===== src/wsd_pkg.sv =====
// Shared types and constants for the WebSocket frame deframer.
// No dependencies; imported by the parser and the top level.
package wsd_pkg;

  // Parser phase codes
  localparam logic [2:0] PH_HDR0 = 3'd0;
  localparam logic [2:0] PH_HDR1 = 3'd1;
  localparam logic [2:0] PH_EXT  = 3'd2;
  localparam logic [2:0] PH_KEY  = 3'd3;
  localparam logic [2:0] PH_DATA = 3'd4;

  // Length codes of the second header byte
  localparam logic [6:0] LEN_CODE_16 = 7'd126;
  localparam logic [6:0] LEN_CODE_64 = 7'd127;

  localparam logic [3:0] EXT_BYTES_16 = 4'd2;
  localparam logic [3:0] EXT_BYTES_64 = 4'd8;
  localparam logic [2:0] KEY_BYTES    = 3'd4;

  typedef struct packed {
    logic [7:0] payload_byte;
    logic       frame_last;
  } wsd_res_t;

endpackage


===== src/wsd_parse.sv =====
// Header parser and unmasking datapath of the WebSocket frame deframer.
// Depends on wsd_pkg; one byte is consumed per take_i cycle.
module wsd_parse (
  input  logic              clk_i,
  input  logic              rst_ni,
  input  logic              take_i,
  input  logic [7:0]        stream_byte_i,
  output logic              res_valid_o,
  output wsd_pkg::wsd_res_t res_o
);
  import wsd_pkg::*;

  logic [2:0]  phase_q, phase_d;
  logic [3:0]  ext_len_count_q, ext_len_count_d;
  logic [63:0] remaining_len_q, remaining_len_d;
  logic [31:0] mask_key_q, mask_key_d;
  logic [2:0]  key_byte_count_q, key_byte_count_d;
  logic        mask_on_q, mask_on_d;
  logic [1:0]  payload_index_q, payload_index_d;

  logic [6:0]  len_code;
  logic [63:0] len_shift;
  logic [3:0]  ext_dec;
  logic [2:0]  key_inc;
  logic [7:0]  key_sel;

  assign len_code  = stream_byte_i[6:0];
  assign len_shift = {remaining_len_q[55:0], stream_byte_i};
  assign ext_dec   = ext_len_count_q - 4'd1;
  assign key_inc   = key_byte_count_q + 3'd1;

  always_comb begin
    case (payload_index_q)
      2'd0:    key_sel = mask_key_q[31:24];
      2'd1:    key_sel = mask_key_q[23:16];
      2'd2:    key_sel = mask_key_q[15:8];
      default: key_sel = mask_key_q[7:0];
    endcase
    if (!mask_on_q) key_sel = 8'h00;
  end

  always_comb begin
    phase_d          = phase_q;
    ext_len_count_d  = ext_len_count_q;
    remaining_len_d  = remaining_len_q;
    mask_key_d       = mask_key_q;
    key_byte_count_d = key_byte_count_q;
    mask_on_d        = mask_on_q;
    payload_index_d  = payload_index_q;
    res_valid_o      = 1'b0;
    res_o.payload_byte = stream_byte_i ^ key_sel;
    res_o.frame_last   = (remaining_len_q == 64'd1);

    case (phase_q)
      PH_HDR1: begin
        mask_on_d        = stream_byte_i[7];
        mask_key_d       = '0;
        key_byte_count_d = '0;
        payload_index_d  = '0;
        remaining_len_d  = '0;
        if (len_code == LEN_CODE_16) begin
          ext_len_count_d = EXT_BYTES_16;
          phase_d         = PH_EXT;
        end else if (len_code == LEN_CODE_64) begin
          ext_len_count_d = EXT_BYTES_64;
          phase_d         = PH_EXT;
        end else begin
          ext_len_count_d = '0;
          remaining_len_d = {57'd0, len_code};
          if (stream_byte_i[7]) phase_d = PH_KEY;
          else if (len_code != 7'd0) phase_d = PH_DATA;
          else phase_d = PH_HDR0;
        end
      end
      PH_EXT: begin
        remaining_len_d = len_shift;
        ext_len_count_d = ext_dec;
        if (ext_dec == 4'd0) begin
          if (mask_on_q) begin
            key_byte_count_d = '0;
            phase_d          = PH_KEY;
          end else if (len_shift != 64'd0) begin
            phase_d = PH_DATA;
          end else begin
            phase_d = PH_HDR0;
          end
        end
      end
      PH_KEY: begin
        mask_key_d       = {mask_key_q[23:0], stream_byte_i};
        key_byte_count_d = key_inc;
        if (key_inc >= KEY_BYTES) begin
          key_byte_count_d = '0;
          payload_index_d  = '0;
          phase_d = (remaining_len_q != 64'd0) ? PH_DATA : PH_HDR0;
        end
      end
      PH_DATA: begin
        res_valid_o     = take_i;
        remaining_len_d = remaining_len_q - 64'd1;
        payload_index_d = payload_index_q + 2'd1;
        if (remaining_len_q == 64'd1) phase_d = PH_HDR0;
      end
      default: begin
        // first header byte (and unused codes): skip it
        phase_d = PH_HDR1;
      end
    endcase
  end

  always_ff @(posedge clk_i or negedge rst_ni) begin
    if (!rst_ni) begin
      phase_q          <= PH_HDR0;
      ext_len_count_q  <= '0;
      remaining_len_q  <= '0;
      mask_key_q       <= '0;
      key_byte_count_q <= '0;
      mask_on_q        <= 1'b0;
      payload_index_q  <= '0;
    end else if (take_i) begin
      phase_q          <= phase_d;
      ext_len_count_q  <= ext_len_count_d;
      remaining_len_q  <= remaining_len_d;
      mask_key_q       <= mask_key_d;
      key_byte_count_q <= key_byte_count_d;
      mask_on_q        <= mask_on_d;
      payload_index_q  <= payload_index_d;
    end
  end

endmodule


===== src/websocket_frame_deframer.sv =====
// WebSocket frame deframer: takes one stream byte per request and returns unmasked
// payload bytes with a last-of-frame flag. Depends on wsd_pkg and wsd_parse.
//
// A byte is taken in every cycle in which in_valid_i is high and in_stall_o is low;
// the header bytes, the extended length and the mask key update the parser state
// and produce nothing, each payload byte yields one result request. The output
// register is backed by a one-entry skid register, so in_stall_o rises only when
// a result is parked there, after the output side has stalled a full output register.
module websocket_frame_deframer (
  input  logic       clk_i,
  input  logic       rst_ni,
  input  logic       in_valid_i,
  output logic       in_stall_o,
  input  logic [7:0] stream_byte_i,
  output logic       out_valid_o,
  input  logic       out_stall_i,
  output logic [7:0] payload_byte_o,
  output logic       frame_last_o
);
  import wsd_pkg::*;

  logic     take;
  logic     res_valid;
  wsd_res_t res;

  logic     out_valid_q, out_valid_d;
  wsd_res_t out_q, out_d;
  logic     skid_valid_q, skid_valid_d;
  wsd_res_t skid_q, skid_d;
  logic     out_free;

  assign in_stall_o = skid_valid_q;
  assign take       = in_valid_i && !skid_valid_q;

  wsd_parse u_parse (
    .clk_i         (clk_i),
    .rst_ni        (rst_ni),
    .take_i        (take),
    .stream_byte_i (stream_byte_i),
    .res_valid_o   (res_valid),
    .res_o         (res)
  );

  assign out_free = !out_valid_q || !out_stall_i;

  always_comb begin
    out_valid_d  = out_valid_q;
    out_d        = out_q;
    skid_valid_d = skid_valid_q;
    skid_d       = skid_q;
    if (out_free) begin
      if (skid_valid_q) begin
        // drain the parked request first
        out_valid_d  = 1'b1;
        out_d        = skid_q;
        skid_valid_d = 1'b0;
      end else begin
        out_valid_d = res_valid;
        out_d       = res;
      end
    end else if (res_valid) begin
      skid_valid_d = 1'b1;
      skid_d       = res;
    end
  end

  always_ff @(posedge clk_i or negedge rst_ni) begin
    if (!rst_ni) begin
      out_valid_q  <= 1'b0;
      skid_valid_q <= 1'b0;
    end else begin
      out_valid_q  <= out_valid_d;
      skid_valid_q <= skid_valid_d;
    end
  end

  always_ff @(posedge clk_i) begin
    out_q  <= out_d;
    skid_q <= skid_d;
  end

  assign out_valid_o    = out_valid_q;
  assign payload_byte_o = out_q.payload_byte;
  assign frame_last_o   = out_q.frame_last;

endmodule


===== config.mk =====
export PLATFORM = sky130hd
export DESIGN_NAME = websocket_frame_deframer
export DESIGN_NICKNAME = d
export VERILOG_FILES = /design/src/wsd_pkg.sv /design/src/wsd_parse.sv /design/src/websocket_frame_deframer.sv
export SDC_FILE = /design/constraint.sdc
export NUM_CORES = 1
export LEC_CHECK = 0
export BUFFER_PORTS_ARGS = -buffer_cell sky130_fd_sc_hd__buf_2
export CORE_MARGIN = 2
export CORE_UTILIZATION = 30
export CTS_CLUSTER_SIZE = 10
export DETAILED_ROUTE_END_ITERATION = 8
export HOLD_SLACK_MARGIN = 0.12
export MAX_ROUTING_LAYER = met4
export PLACE_DENSITY = 0.43
export SLEW_MARGIN = 20
export SYNTH_ARGS = -nofsm -noshare
export SYNTH_HDL_FRONTEND = slang
export SYNTH_HIERARCHICAL = 1
export SYNTH_SLANG_ARGS = --single-unit

===== constraint.sdc =====
create_clock -name clk_i -period 2.98 [get_ports clk_i]
set_input_delay 0.596 -clock clk_i [delete_from_list [all_inputs] [get_ports clk_i]]
set_output_delay 0.596 -clock clk_i [all_outputs]
set_load 0.005 [all_outputs]

* Word level (Yosys, flattened, before mapping)
Index checks and enable logic that the tools add are counted.
** Storage, ports and cells
- Bits in registers :: 129
- Bits of input ports :: 12
- Output and inout bits :: 11
- Logic and storage cells :: 88
** Operators by class
- $add $sub $neg :: 4
- $lt $le $gt $ge :: 1
- Equal/unequal tests :: 13
- Multiplexer cells :: 31
- Bitwise gates (word level) :: 2
- Reduce and logical (&&, ||, !) cells :: 24
** Operators with widths (count)
- $pmux W64 S3 :: 1
- $reduce_bool A64 Y1 :: 2
- $eq A64 B1 Y1 const B :: 1
- $mux W64 :: 1
- $pmux W32 S2 :: 1
- $sub A64 B1 Y64 const B :: 1
- $mux W3 :: 13
- $pmux W8 S3 :: 1
- $eq A7 B7 Y1 const B :: 2
- $pmux W3 S4 :: 1
- $reduce_and A2 Y1 :: 5
- $mux W9 :: 1
- $pmux W3 S3 :: 1
- $reduce_bool A3 Y1 :: 3
- $mux W4 :: 2
- $mux W8 :: 1
- $pmux W4 S2 :: 1
- $reduce_and A4 Y1 :: 2
- $xor A8 B8 Y8 :: 1
- $mux W7 :: 1
- $reduce_bool A7 Y1 :: 1
- $eq A3 B2 Y1 const B :: 2
- $ne A2 B1 Y1 const B :: 3
- $pmux W2 S3 :: 1
- 19 further kinds :: 26

* Logic depth before layout (Yosys ltp)
- Word-level depth :: 6
- Gate-level depth with buffers :: 9
- Gate-level depth less buffers :: 8

* Hierarchy
The synthesis kept the hierarchy.
** Modules (own cells, without submodules)
- wsd_parse :: times used 1, cells each 829, area an instance 6661.4 um^2
- websocket_frame_deframer :: times used 1, cells each 35, area an instance 768.2 um^2

* Worst setup path after synthesis
No wires, ideal clock.
- Path kind :: reg-to-reg
- Start :: register u_parse.remaining_len_q[20]
- End :: register u_parse.remaining_len_q[51]
- Library setup time :: 120 ps
- Data arrival time :: 2472 ps
- Data required time :: 2860 ps
- Setup slack :: 389 ps
- Stages on the path, launching flop included :: 9
- Buffers on the path :: 2
- Period minus slack after synthesis :: 2591 ps
- Cell sequence :: dfrtp_1 buf_6 or4_4 buf_6 nor4b_4 nand3_2 or2_1 or4_1 a31o_1
** On the way
- Cells in the longest elaborated chain, start to end :: 2
** Ends and longest elaborated chain
- start, declared :: RTL line wsd_parse.sv:15 : logic [63:0] remaining_len_q, remaining_len_d;
- start signal, assigned :: RTL line wsd_parse.sv:123 : remaining_len_q <= remaining_len_d;
- $sub A64 B1 Y64 :: RTL line wsd_parse.sv:100 : remaining_len_d = remaining_len_q - 64'd1;
- $pmux W64 S3 :: RTL line wsd_parse.sv:54 : case (phase_q)
Every way passes these cells.
A chain may end at the register's enable or synchronous reset.

* Worst setup path in the final report
- Start :: register u_parse.remaining_len_q[28]
- End :: register u_parse.remaining_len_q[51]
Same word-level chain as after synthesis.

==> qor.txt <==
Critical Path RT: 3.29 ns
total core area: 24300 um2
syn_area_per_cell: 8.60 um2
H-tree depth: 4
CTS Buffer Depth: 2
RSZ-0062 raised after global routing: false
Synth Net Count: 885
critical path class: reg -> reg
area of the mapped netlist: 7430 um2
row count: 57
switching share of power: 44.6%
Clk pin slew, worst setup/hold paths: 0.07 ns
Area after DPL: 8150 um2
CTS tree: done
cts hold-fix bufs: 0
worst slew pin tran: 0.921 ns
design area: 8750 um2
Post-Syn Instances: 864
Fmax achieved: 0.354 GHz
crit share post-route: 94.7%
Hold Fails Final Rpt: 0
Worst Path Arrival: 3.14 ns
Starting Density: 30.5%
combinational share of power: 42.4%
flops & latches, synth: 129
Setup Skew: 0.0152 ns
cell taking the most area after synthesis: dfrtp_1
P_int: 0.00457 W
Peak VDD IR: 376 uV
setup TNS: 0 ns
Root Buffer: clkbuf_16
Seq. cell area: 3320 um2
DRT Wirelength: 25.0 mm
post-route minimum period: 2.82 ns
Remaining DRCs: 0
area taken by multi-input logic gates: 3830 um2
DIE WIDTH: 161 um
Final Max Tran Viols: 0
Area growth syn-to-layout: 17.8%
Final Setup Violations: 0
fraction of layout cells with a size suffix above 1: 15.3%
total CTS buffers: 17
Max-Cap Viols: 0
antenna-violating nets left: 0
Detail Placement HPWL: 17.2 mm
Skew-Pair Late Insertion Delay: 0.43 ns
Ant. Diodes: 0
outcome: finished, final reports clean
post-synth top area share: 37.4%
most frequent cells after synthesis: nand2_1 (133), dfrtp_1 (111), o21ai_0 (84)
sequential fraction of design power: 32.1%
GR Util All Layers: 20.1%
crit end category: register
largest net degree at the start of global routing: 49
Yosys cell types: 72
Cell Pwr Density: 942 nW/um2
initial antenna violation count: 0
DIE HEIGHT: 161 um
number of fill cells: 2510
vias in the first global route: 6724
overall power: 0.00825 W
fin nets: 926
DIE AREA: 26000 um2
first-pass GRT wire length: 39.6 mm
most common cell in the netlist: nand2_1
Post-synth EDFFs: 18
Boundary Pins: 23
crit path max fanout: 7
Detailed Routing Iterations Pass 1: 5
Synth async-reset ratio: 86.0%
clk sinks: 129
1st-iter DRT viols: 697
Final GP Congestion: 0.852
WL/cell: 20.1 um
Yosys Warn Count: 6
Port Buf Inserts: 22
leak pwr: 3.86 nW
Main synth FF type: dfrtp_1
total gr overflow: 0
startpoint class of the critical path: register
clock network fraction of total power: 25.5%
synth top area cells: dfrtp_1 (37%), edfxtp_1 (7.3%), nand2_1 (6.7%), o21ai_0 (5.7%), nand3_1 (3.8%)
relative slew slack: 38.0%
DR vias: 6893
Switching Power: 0.00368 W
vias per inst: 5.55
sequential fraction of the synthesis area: 44.7%
Hold Crit Class: in -> async
==> logic make-up (layout without fill, tap and decap cells) <==
group	count (synthesis)	in the layout	synth area share, %
and+or+nand+nor	393	393	26.2
adders and majority gates	9	9	1.52
xor gates and xnor gates	10	10	1.18
muxes	11	11	1.99
AOI/OAI and AO/OA	237	237	20.3
buffers and inverters	75	129	4.11
DFF	129	129	44.7
==> cell usage in the layout, fill, tap and decap left out, types with 18 or more instances in the layout <==
cell       count
inv_1         18
a21oi_1       48
clkbuf_16     18
dfrtp_1      111
a22oi_1       21
or3_1         19
nand2_1      133
nor3_1        28
nor2_1        65
buf_2         21
nand3_1       57
nor4_1        23
buf_4         56
o21ai_0       83
edfxtp_1      18
==> worst max-delay path, stage by stage, from the launching register on <==
cell and delay, ns:
dfrtp_1 0.45, or4_1 0.69, nor4b_4 0.35, buf_4 0.19, nand3_2 0.10, or2_1 0.30
or4_1 0.41, a31o_1 0.22
==> cell type report <==
| class | count | area share (%) |
|---|---|---|
| clock inverters | 14 | 1.56 |
| inverters | 19 | 0.815 |
| repair buffers | 78 | 6.23 |
| well taps | 324 | 4.63 |
| multi-input cells | 660 | 43.7 |
| clock buffers | 18 | 5.15 |
| flip-flops and latches | 129 | 37.9 |
==> routing by layer <==
metal	up-vias	track usage [%]	part of all wire [%]
met5	-	-	0
met4	0	5.07	0.92
met3	17	3.65	4.6
met2	178	30.2	46
met1	3411	27.9	49
li1	3287	-	-
==> worst paths after layout <==
check / startpoint / to / slack [ns] / depth (start not counted)
setup / recovery: u_parse/remaining_len_q[28] / u_parse/remaining_len_q[51] / 0.16 / 7
hold / removal: rst_ni / u_parse/remaining_len_q[39] / 0.21 / 1
setup reg to reg: u_parse/remaining_len_q[28] / u_parse/remaining_len_q[51] / 0.16 / 7
hold reg to reg: u_parse/mask_key_q[27] / u_parse/mask_key_q[27] / 0.47 / 2
max in group asynchronous: rst_ni / u_parse/remaining_len_q[7] / 2.02 / 2
min in group clk_i: out_stall_i / out_valid_o / 0.43 / 2
==> registers in the layout, indices dropped and copies added, names as in the netlist, 2 cells and up <==
signal                    cells
u_parse/payload_index_q       2
skid_q                        9
u_parse/remaining_len_q      64
u_parse/phase_q               3
payload_byte_o                8
u_parse/mask_key_q           32
u_parse/key_byte_count_q      3
u_parse/ext_len_count_q       4
==> power by group through the flow <==
stage	clock network (W)	logic [W]	registers [W]
detailed placement	0	0.00344	0.00267
global placement	0	0.00346	0.00268
global route	0.00223	0.00388	0.00271
CTS	0.00216	0.00345	0.00264
finish	0.00210	0.00350	0.00265
floorplan	0	0.00225	0.00253
==> metrics by stage <==
step / std cells / setup WS [ns] / hold slack, ns / utilization [%]
6_report: 1242 / 0.159 / 0.211 / 36.0
3_5_place_dp: 1209 / 0.126 / 0.463 / 33.5
5_1_grt: 1242 / 0.0495 / 0.256 / 36.0
2_1_floorplan: 864 / 0.389 / 0.300 / -
3_3_place_gp: 1209 / 0.102 / 0.460 / 33.5
4_1_cts: 1241 / 0.111 / 0.232 / 35.9
==> what timing repair did <==
action                                  4_1_cts  5_1_grt
buffers inserted                              0        1
endpoints found under the setup margin        0        2
resized for setup                             0        1
(Power assumes the default switching activity.)
